## config.mk

```make
export PLATFORM = sky130hd
export DESIGN_NAME = fifo_queue_with_search
export DESIGN_NICKNAME = d
export VERILOG_FILES = /design/src/rtl/fqs_pkg.sv /design/src/rtl/fqs_ram.sv /design/src/rtl/fqs_front.sv /design/src/rtl/fqs_div.sv /design/src/rtl/fqs_engine.sv /design/src/rtl/fifo_queue_with_search.sv
export SDC_FILE = /design/constraint.sdc
export NUM_CORES = 2
export LEC_CHECK = 0
export BUFFER_PORTS_ARGS = -buffer_cell sky130_fd_sc_hd__clkbuf_2
export CORE_MARGIN = 10
export CORE_UTILIZATION = 25
export CTS_CLUSTER_DIAMETER = 50
export CTS_CLUSTER_SIZE = 28
export DETAILED_ROUTE_END_ITERATION = 8
export GPL_TIMING_DRIVEN = 0
export SYNTH_ARGS = -nofsm -noshare
export SYNTH_HDL_FRONTEND = slang
export SYNTH_SLANG_ARGS = --single-unit
export TNS_END_PERCENT = 10
```

## constraint.sdc

```tcl
create_clock -name clk -period 13.65 [get_ports clk]
set_input_delay 2.73 -clock clk [delete_from_list [all_inputs] [get_ports clk]]
set_output_delay 2.73 -clock clk [all_outputs]
set_load 0.005 [all_outputs]
```

## src/rtl/fqs_pkg.sv

```systemverilog
// shared types and constants for the searchable fifo queue
package fqs_pkg;

  localparam int DEPTH = 64;
  localparam int AW = $clog2(DEPTH);
  localparam int CW = $clog2(DEPTH + 1);
  localparam int SW = 32 + CW;

  typedef enum logic [2:0] {
    OP_ENQ   = 3'd0,
    OP_DEQ   = 3'd1,
    OP_MAX   = 3'd2,
    OP_MIN   = 3'd3,
    OP_LOC   = 3'd4,
    OP_REM   = 3'd5,
    OP_AVG   = 3'd6,
    OP_CLR   = 3'd7
  } op_t;

  typedef enum logic [2:0] {
    ST_IDLE,
    ST_SCAN,
    ST_DIV,
    ST_PUSH,
    ST_FETCH,
    ST_DONE
  } state_t;

  typedef struct packed {
    op_t         op;
    logic [31:0] value;
  } cmd_t;

  typedef struct packed {
    logic              ok;
    logic [31:0]       answer;
    logic [CW-1:0]     count;
    logic [31:0]       front;
    logic [31:0]       back;
  } res_t;

endpackage

```

## src/rtl/fqs_ram.sv

```systemverilog
// generic single-write, single-read ram with registered read
module fqs_ram #(
  parameter int WIDTH = 32,
  parameter int DEPTH = 64
) (
  input  logic                     clk,
  input  logic                     we,
  input  logic [$clog2(DEPTH)-1:0] waddr,
  input  logic [WIDTH-1:0]         wdata,
  input  logic [$clog2(DEPTH)-1:0] raddr,
  output logic [WIDTH-1:0]         rdata
);
  logic [WIDTH-1:0] mem [DEPTH];

  always_ff @(posedge clk) begin
    if (we) begin
      mem[waddr] <= wdata;
    end
    rdata <= mem[raddr];
  end
endmodule

```

## src/rtl/fqs_front.sv

```systemverilog
// input stage: two-entry command queue between the stream port and the engine
module fqs_front (
  input  logic          clk,
  input  logic          rst_n,
  input  logic          in_valid,
  output logic          in_ready,
  input  fqs_pkg::cmd_t in_cmd,
  output logic          cmd_valid,
  input  logic          cmd_ready,
  output fqs_pkg::cmd_t cmd
);
  import fqs_pkg::*;

  cmd_t q_r [2];
  logic wp_r, rp_r;
  logic [1:0] cnt_r;
  logic push, pop;

  assign in_ready  = (cnt_r != 2'd2);
  assign cmd_valid = (cnt_r != 2'd0);
  assign cmd       = q_r[rp_r];
  assign push      = in_valid && in_ready;
  assign pop       = cmd_valid && cmd_ready;

  always_ff @(posedge clk) begin
    if (push) begin
      q_r[wp_r] <= in_cmd;
    end
    if (!rst_n) begin
      wp_r  <= 1'b0;
      rp_r  <= 1'b0;
      cnt_r <= 2'd0;
    end else begin
      if (push) wp_r <= ~wp_r;
      if (pop)  rp_r <= ~rp_r;
      cnt_r <= cnt_r + {1'b0, push} - {1'b0, pop};
    end
  end

  a_cnt_bound: assert property (@(posedge clk) disable iff (!rst_n) cnt_r != 2'd3)
    else $error("command queue count overflow");
  a_no_push_full: assert property (@(posedge clk) disable iff (!rst_n)
    cnt_r == 2'd2 && !pop |=> cnt_r == 2'd2)
    else $error("command queue lost entry");
  a_cmd_hold: assert property (@(posedge clk) disable iff (!rst_n)
    cmd_valid && !cmd_ready |=> cmd_valid && $stable(cmd))
    else $error("waiting command changed");
endmodule

```

## src/rtl/fqs_div.sv

```systemverilog
// signed sum divided by count, restoring, one quotient bit per cycle
module fqs_div (
  input  logic                         clk,
  input  logic                         rst_n,
  input  logic                         start,
  input  logic signed [fqs_pkg::SW-1:0] dividend,
  input  logic [fqs_pkg::CW-1:0]       divisor,
  output logic                         done,
  output logic [31:0]                  quotient
);
  import fqs_pkg::*;

  localparam int NB = $clog2(SW + 1);

  logic [SW-1:0] q_r, q_nxt;
  logic [SW:0]   rem_r, rem_nxt;
  logic [NB-1:0] n_r;
  logic          busy_r, neg_r;
  logic [SW:0]   trial;

  always_comb begin
    trial   = {rem_r[SW-1:0], q_r[SW-1]} - {{(SW+1-CW){1'b0}}, divisor};
    q_nxt   = {q_r[SW-2:0], ~trial[SW]};
    rem_nxt = trial[SW] ? {rem_r[SW-1:0], q_r[SW-1]} : trial;
  end

  always_ff @(posedge clk) begin
    if (!rst_n) begin
      busy_r <= 1'b0;
      done   <= 1'b0;
    end else begin
      done <= 1'b0;
      if (start) begin
        busy_r <= 1'b1;
        n_r    <= NB'(SW);
        neg_r  <= dividend[SW-1];
        q_r    <= dividend[SW-1] ? SW'(-dividend) : SW'(dividend);
        rem_r  <= '0;
      end else if (busy_r) begin
        q_r   <= q_nxt;
        rem_r <= rem_nxt;
        n_r   <= n_r - 1'b1;
        if (n_r == NB'(1)) begin
          busy_r <= 1'b0;
          done   <= 1'b1;
        end
      end
    end
  end

  logic [SW-1:0] qs;
  assign qs       = neg_r ? SW'(-q_r) : q_r;
  assign quotient = qs[31:0];
endmodule

```

## src/rtl/fqs_engine.sv

```systemverilog
// back end: executes operations on the circular store, one entry per cycle
module fqs_engine (
  input  logic          clk,
  input  logic          rst_n,
  input  logic          cmd_valid,
  output logic          cmd_ready,
  input  fqs_pkg::cmd_t cmd,
  output logic          res_valid,
  input  logic          res_ready,
  output fqs_pkg::res_t res
);
  import fqs_pkg::*;

  state_t state_r, state_nxt;
  cmd_t   cur_r;
  logic [AW-1:0] head_r, tail_r;
  logic [CW-1:0] cnt_r;
  logic [CW-1:0] k_r, kept_r;
  logic [CW-1:0] rd_k_r;
  logic          rd_v_r;
  logic          ok_r;
  logic [31:0]   ans_r;
  logic signed [SW-1:0] sum_r;
  logic          found_r;
  logic          fetch_ph_r;
  logic [31:0]   front_r;
  logic          res_valid_r;
  res_t          res_r;

  logic          we;
  logic [AW-1:0] waddr, raddr;
  logic [31:0]   wdata, rdata;

  logic          div_start, div_done;
  logic [31:0]   quot;

  function automatic logic [AW-1:0] slot(input logic [AW-1:0] h, input logic [CW-1:0] o);
    logic [CW:0] p;
    p = {1'b0, CW'(h)} + {1'b0, o};
    if (p >= (CW+1)'(DEPTH)) p = p - (CW+1)'(DEPTH);
    return p[AW-1:0];
  endfunction

  fqs_ram #(.WIDTH(32), .DEPTH(DEPTH)) u_ram (
    .clk(clk), .we(we), .waddr(waddr), .wdata(wdata), .raddr(raddr), .rdata(rdata)
  );

  fqs_div u_div (
    .clk(clk), .rst_n(rst_n), .start(div_start), .dividend(sum_r),
    .divisor(cnt_r), .done(div_done), .quotient(quot)
  );

  logic scan_last;
  assign scan_last = (k_r == cnt_r);
  assign cmd_ready = (state_r == ST_IDLE) && (!res_valid_r || res_ready);
  assign res_valid = res_valid_r;
  assign res       = res_r;

  always_comb begin
    state_nxt = state_r;
    we        = 1'b0;
    waddr     = tail_r;
    wdata     = cmd.value;
    raddr     = head_r;
    div_start = 1'b0;
    case (state_r)
      ST_IDLE: begin
        raddr = head_r;
        if (cmd_valid && cmd_ready) begin
          case (cmd.op)
            OP_ENQ: begin
              we = (cnt_r != CW'(DEPTH));
              state_nxt = ST_FETCH;
            end
            OP_DEQ, OP_CLR: state_nxt = ST_FETCH;
            default: state_nxt = ST_SCAN;
          endcase
        end
      end
      ST_SCAN: begin
        raddr = slot(head_r, k_r);
        if (rd_v_r && cur_r.op == OP_REM && rdata != cur_r.value) begin
          we    = 1'b1;
          waddr = slot(head_r, kept_r);
          wdata = rdata;
        end
        if (scan_last && !rd_v_r) begin
          state_nxt = (cur_r.op == OP_AVG && cnt_r != '0) ? ST_DIV : ST_FETCH;
          div_start = (cur_r.op == OP_AVG && cnt_r != '0);
        end
      end
      ST_DIV: if (div_done) state_nxt = ST_PUSH;
      ST_PUSH: begin
        we        = (cnt_r != CW'(DEPTH));
        wdata     = ans_r;
        state_nxt = ST_FETCH;
      end
      ST_FETCH: begin
        raddr = fetch_ph_r ? slot(head_r, cnt_r - 1'b1)
                           : slot(head_r, CW'(cur_r.op == OP_DEQ && cnt_r != '0));
        if (fetch_ph_r) state_nxt = ST_DONE;
      end
      ST_DONE: begin
        raddr     = head_r;
        state_nxt = ST_IDLE;
      end
      default: state_nxt = ST_IDLE;
    endcase
  end

  always_ff @(posedge clk) begin
    if (!rst_n) begin
      state_r     <= ST_IDLE;
      head_r      <= '0;
      tail_r      <= '0;
      cnt_r       <= '0;
      res_valid_r <= 1'b0;
      rd_v_r      <= 1'b0;
      fetch_ph_r  <= 1'b0;
    end else begin
      state_r <= state_nxt;
      if (res_valid_r && res_ready) res_valid_r <= 1'b0;
      case (state_r)
        ST_IDLE: begin
          if (cmd_valid && cmd_ready) begin
            cur_r   <= cmd;
            ok_r    <= 1'b0;
            ans_r   <= '0;
            k_r     <= '0;
            kept_r  <= '0;
            rd_v_r  <= 1'b0;
            sum_r   <= '0;
            found_r <= 1'b0;
            fetch_ph_r <= 1'b0;
            case (cmd.op)
              OP_ENQ: if (cnt_r != CW'(DEPTH)) begin
                tail_r <= slot(tail_r, CW'(1));
                cnt_r  <= cnt_r + 1'b1;
                ok_r   <= 1'b1;
              end
              OP_DEQ: ;
              OP_MIN, OP_LOC: ans_r <= '1;
              OP_CLR: begin
                head_r <= '0;
                tail_r <= '0;
                cnt_r  <= '0;
                ok_r   <= 1'b1;
              end
              default: ;
            endcase
          end
        end
        ST_SCAN: begin
          rd_v_r <= !scan_last;
          rd_k_r <= k_r;
          if (!scan_last) k_r <= k_r + 1'b1;
          if (rd_v_r) begin
            case (cur_r.op)
              OP_MAX: if (rd_k_r == '0 || $signed(rdata) > $signed(ans_r)) begin
                ans_r <= rdata;
                ok_r  <= 1'b1;
              end
              OP_MIN: if (rd_k_r == '0 || $signed(rdata) < $signed(ans_r)) begin
                ans_r <= rdata;
                ok_r  <= 1'b1;
              end
              OP_LOC: if (!found_r && rdata == cur_r.value) begin
                found_r <= 1'b1;
                ok_r    <= 1'b1;
                ans_r   <= 32'(rd_k_r) + 32'd1;
              end
              OP_REM: if (rdata == cur_r.value) ok_r <= 1'b1;
                      else kept_r <= kept_r + 1'b1;
              OP_AVG: sum_r <= sum_r + SW'($signed(rdata));
              default: ;
            endcase
          end
          if (scan_last && !rd_v_r && cur_r.op == OP_REM) begin
            cnt_r  <= kept_r;
            tail_r <= slot(head_r, kept_r);
          end
        end
        ST_DIV: if (div_done) ans_r <= quot;
        ST_PUSH: if (cnt_r != CW'(DEPTH)) begin
          tail_r <= slot(tail_r, CW'(1));
          cnt_r  <= cnt_r + 1'b1;
          ok_r   <= 1'b1;
        end
        ST_FETCH: begin
          if (!fetch_ph_r) begin
            if (cur_r.op == OP_DEQ && cnt_r != '0) begin
              ans_r  <= rdata;
              ok_r   <= 1'b1;
              head_r <= slot(head_r, CW'(1));
              cnt_r  <= cnt_r - 1'b1;
            end
            fetch_ph_r <= 1'b1;
          end
        end
        ST_DONE: begin
          res_valid_r  <= 1'b1;
          res_r.ok     <= ok_r;
          res_r.answer <= ans_r;
          res_r.count  <= cnt_r;
          res_r.front  <= (cnt_r == '0) ? '0 : front_r;
          res_r.back   <= (cnt_r == '0) ? '0 : rdata;
        end
        default: ;
      endcase
    end
  end

  always_ff @(posedge clk) begin
    if (state_r == ST_FETCH && fetch_ph_r) front_r <= rdata;
  end

  a_cnt_bound: assert property (@(posedge clk) disable iff (!rst_n) cnt_r <= CW'(DEPTH))
    else $error("occupancy above depth");
  a_idx_consistent: assert property (@(posedge clk) disable iff (!rst_n)
    state_r == ST_IDLE |-> slot(head_r, cnt_r) == tail_r)
    else $error("head, tail and count disagree");
  a_res_hold: assert property (@(posedge clk) disable iff (!rst_n)
    res_valid_r && !res_ready |=> res_valid_r && $stable(res_r))
    else $error("result dropped while stalled");
endmodule

```

## src/rtl/fifo_queue_with_search.sv

```systemverilog
// top level of the fifo queue with search operations
//  channel | dir | tdata fields (low to high)             | tuser
//  in_     | in  | operation[2:0], operand_value[34:3]    | -
//  out_    | out | answer[31:0], entry_count[38:32],      | ok
//          |     | front_value[70:39], back_value[102:71] |
// enqueue, dequeue, clear: fetch and done states; max, min, locate, remove scan the
// occupancy first, one store read per cycle on the single read port;
// average adds the bit-serial divide and the append. rst_n is
// synchronous; a two-entry command queue accepts commands until full while the engine or output stalls.
module fifo_queue_with_search (
  input  logic         clk,
  input  logic         rst_n,
  input  logic         in_tvalid,
  output logic         in_tready,
  input  logic [39:0]  in_tdata,   // operation, operand_value
  output logic         out_tvalid,
  input  logic         out_tready,
  output logic [103:0] out_tdata,  // answer, entry_count, front_value, back_value
  output logic         out_tuser   // ok
);
  import fqs_pkg::*;

  cmd_t in_cmd, cmd;
  logic cmd_valid, cmd_ready;
  res_t res;

  assign in_cmd.op    = op_t'(in_tdata[2:0]);
  assign in_cmd.value = in_tdata[34:3];

  fqs_front u_front (
    .clk(clk), .rst_n(rst_n), .in_valid(in_tvalid), .in_ready(in_tready),
    .in_cmd(in_cmd), .cmd_valid(cmd_valid), .cmd_ready(cmd_ready), .cmd(cmd)
  );

  fqs_engine u_engine (
    .clk(clk), .rst_n(rst_n), .cmd_valid(cmd_valid), .cmd_ready(cmd_ready),
    .cmd(cmd), .res_valid(out_tvalid), .res_ready(out_tready), .res(res)
  );

  assign out_tuser = res.ok;
  assign out_tdata = {1'b0, res.back, res.front, 7'(res.count), res.answer};
endmodule
```

==> reports/results.tsv <==
stage	metric	value	unit
synth	Avg Inst Size Synth	15.2	µm²
setup_path	WP data required	14.39	ns
setup_path	worst path bufs/invs	6	
setup_path	CP Launch Type	flop	
route	detailed-route via count	63511	
synth	Post-Synth Simple-Gate Area	5.68	%
clock_tree	cts repair resizes	0	
floorplan	die height	674	µm
sta	Slew HR	0.108	%
clock_tree	CTS Buf Count	230	
finish	Final nets	7713	
floorplan	number of I/O pins	151	
place	Port Buf Inserts	144	
grt	met1 Resource Use GR	17.1	%
sta	setup TNS	0	ns
finish	area grow syn2layout	18.9	%
sta	unrepaired setup endpoints after global routing	false	
hold_path	HP Class	reg -> reg	
clock_tree	CTS max path bufs	3	
sta	f_max	119	MHz
place	DP Area	119000	µm²
clock_tree	Post-CTS Setup Bufs	0	
route	Remaining DRCs	0	
grt	initial antenna violation count	16	
sta	final hold vios	0	
sta	Slew Viols, Final	0	
synth	ys async rst share	0	%
route	final WL	307000	µm
finish	fin cells	13458	
outcome	failing checks	capacitance limit	
setup_path	crit path launch	u_engine.cnt_r[0]$_SDFFE_PN0P_	
grt	M2 GR Usage	20.8	%
power_and_ir_drop	Pleak	39.4	nW
finish	layout cells sized above 1	16.2	%
grt	Remaining Overflow, GRT	0	
synth	cell area after synthesis	107000	µm²
synth	top cells by count, synth	edfxtp_1, mux2i_1, nand2_1, o21ai_0, mux2_2	
grt	Most Crowded Layer GR	met2	
floorplan	Die X	674	µm
route	WL/cell	22.8	µm
floorplan	core area	426000	µm²
floorplan	Initial Util	25.1	%
setup_path	Top delay family on crit path	buffers and inverters	
sta	min Tclk post-route	8.43	ns
synth	number of distinct library cells after synthesis	77	
place	placed cell count	13018	
floorplan	num rows	240	
route	antenna-violating nets left	0	
clock_tree	H-Tree Depth	4	
sta	final setup fails	0	
setup_path	critical path class	reg -> reg	
floorplan	die area	454000	µm²
clock_tree	worst skew pair latency	0.89	ns
synth	Post-synth EDFFs	2468	
run	Max Cap Viol	1	
synth	sequential-to-total area share from yosys stat	70.6	%
setup_path	CP Data Arrival Time	9.16	ns
setup_path	crit-path max FO	10	
place	Routability Congestion	0.912	
grt	GRT Resource Usage Total	12.9	%
setup_path	Reg2Reg Launch Point	u_engine.cnt_r[0]$_SDFFE_PN0P_	
synth	synthesized instance count	7046	
clock_tree	Clk pin slew, worst setup/hold paths	0.07	ns
sta	fin worst setup slack	5.22	ns
synth	top-count cell post-synth	edfxtp_1	
clock_tree	Hold Buf Count CTS	0	
setup_path	slowest stage delay, CP	1.01	ns
sta	skew final	0.0691	ns
synth	Net Count, Synth	7195	
finish	cell area after layout	127000	µm²
sta	period utilization	61.7	%
power_and_ir_drop	pwr dens	219	nW/µm²
synth	Primary FF master, synth	edfxtp_1	
setup_path	crit-path most repeated cell	mux2i_1	
clock_tree	root buf cell	clkbuf_16	
synth	largest family of logic cells by synthesized area	multiplexers	
place	dpl ws	5.52	ns
route	vias per std cell	4.72	
power_and_ir_drop	VDD IR-drop max	0.179	mV
setup_path	crit-path cells	inv_1 > ha_1 > nand3_1 > nor2_1 > or4b_2 > nor2_1 > a21oi_1 > o21ai_0 > ha_1 > inv_1 > fa_1 > mux2i_1 > clkbuf_1 > buf_2 > clkbuf_1 > buf_2 > mux2i_1 > mux2i_1 > mux2i_1 > a32oi_1 > o221ai_1 > mux2i_1	
grt	met3 GRT Util	2.49	%
place	dpl hpwl	223000	µm
synth	synth warn	0	
route	DR pass1 iterations	7	
synth	Yosys top cell area share	69.4	%
synth	Synth Register Bits	2532	
hold_path	min-delay src	u_engine.u_div.busy_r$_SDFF_PN0_	
synth	synth top area cells	edfxtp_1, mux2i_1, mux2_2	
clock_tree	Num Clock Sinks	2532	
synth	multiplexer share of the synthesized area	12.5	%
setup_path	crit end category	flop	
synth	Synth Area in XOR/XNOR	1.78	%
grt	first-pass GRT wire length	438000	µm
synth	adder-cell share of the synthesized area	1.26	%
grt	vias in the first global route	62833	
synth	dominant cell type by area after synthesis	edfxtp_1	
setup_path	crit path max-delay cell type	clkbuf_1	
route	DR iter-0 viols	7167	
sta	worst-margin pin slew	1.50	ns
sta	final hold slack	0.459	ns
outcome	run status	finished, violations left	
synth	compound-gate portion of the synthesized area	6.34	%
grt	largest net degree at the start of global routing	41	
clock_tree	CTS tree	done	
-- logic make-up after synthesis --
logic type	Yosys count
AOI/OAI and AO/OA	1050
muxes	1302
buffers and inverters	478
other	1
DFF	2532
adders and majority gates	105
xor gates and xnor gates	217
and+or+nand+nor	1361
-- worst reg2reg max path: stages (launching register included) --
cell,delay (ns)
dfxtp_1,0.60
inv_1,0.19
ha_1,0.29
nand3_1,0.16
nor2_1,0.14
or4b_2,0.71
nor2_1,0.12
a21oi_1,0.05
o21ai_0,0.23
ha_1,0.21
inv_1,0.06
fa_1,0.47
mux2i_1,0.16
clkbuf_1,0.45
buf_2,0.53
clkbuf_1,1.02
buf_2,0.51
mux2i_1,0.14
mux2i_1,0.17
mux2i_1,0.21
a32oi_1,0.54
o221ai_1,0.72
mux2i_1,0.63
-- per-stage QoR --
| stage | power, W | utilization, % |
|---|---|---|
| 3_5_place_dp | 0.0207 | 27.8 |
| 4_1_cts | 0.0277 | 29.8 |
| 5_1_grt | 0.0287 | 29.8 |
| 3_3_place_gp | 0.0204 | 26.9 |
| 2_1_floorplan | 0.0160 | - |
| 6_report | 0.0278 | 29.8 |
-- worst paths after layout --
path                                                    endpoint  slack, ns  cells after the start
worst max-delay path            u_engine.u_ram.rdata[14]$_DFF_P_       5.22                     22
worst min-delay path              u_engine.u_div.done$_SDFF_PP0_       0.46                      2
worst min register to register    u_engine.u_div.done$_SDFF_PP0_       0.46                      2
worst max register to register  u_engine.u_ram.rdata[14]$_DFF_P_       5.22                     22
-- per-layer routing --
| layer | up-vias | share of wire (%) |
|---|---|---|
| met5 | - | 0.019 |
| met4 | 8 | 4.3 |
| met3 | 535 | 8.3 |
| met2 | 2783 | 46 |
| met1 | 32067 | 42 |
| li1 | 28118 | - |
-- layout make-up --
cell class / count / area, µm²
tap: 5687 / 7120
multi-input combinational: 4036 / 30400
clock buffer: 245 / 5940
fill: 41965 / 299000
antenna: 1 / 2.50
sequential: 2532 / 75400
clock inverter: 193 / 2510
inverter: 83 / 312
timing repair buffer: 286 / 3670
buffer: 395 / 1650
-- cell usage in the layout (no fill, tap or decap), types with 19 or more instances in the layout --
master,instances
nand4_1,21
buf_2,114
a22oi_1,66
o31ai_1,22
dfxtp_1,64
inv_1,81
nor2_4,68
ha_1,101
o21ai_4,32
or3_1,23
nor2b_1,80
clkbuf_1,249
inv_8,29
buf_12,82
nand2_1,653
xnor2_1,75
clkbuf_2,145
xor2_1,142
clkinv_8,34
mux2_2,297
nor2_1,196
a32oi_1,64
inv_6,35
o211ai_1,133
nor4_1,22
a21o_1,54
nand3_1,166
a21oi_1,113
o221ai_1,62
nor3_1,31
buf_1,34
mux2i_1,1004
buf_16,41
clkbuf_16,236
buf_4,19
o21ai_0,382
edfxtp_1,2468
-- report_power, final --
part           switching [W]  internal [W]  total (W)
combinational        0.00716       0.00319     0.0104
sequential          0.000538       0.00982     0.0104
clock                0.00333       0.00371    0.00704
total                 0.0110        0.0167     0.0278
-- sequential cells by signal (all words and copies together) (netlist names), 2 cells and up, named ones only --
register / flops
u_engine.head_r: 6
u_engine.u_ram.mem: 2048
u_engine.u_div.q_r: 39
u_front.cnt_r: 2
u_engine.cur_r: 35
u_engine.tail_r: 6
u_engine.res: 104
u_engine.state_r: 3
u_engine.kept_r: 7
u_engine.cnt_r: 7
u_engine.u_ram.rdata: 32
u_engine.sum_r: 39
u_front.q_r: 70
u_engine.u_div.n_r: 6
u_engine.rd_k_r: 7
u_engine.front_r: 32
u_engine.k_r: 7
u_engine.ans_r: 32
u_engine.u_div.rem_r: 39
Power figures use the tool's default switching activity.
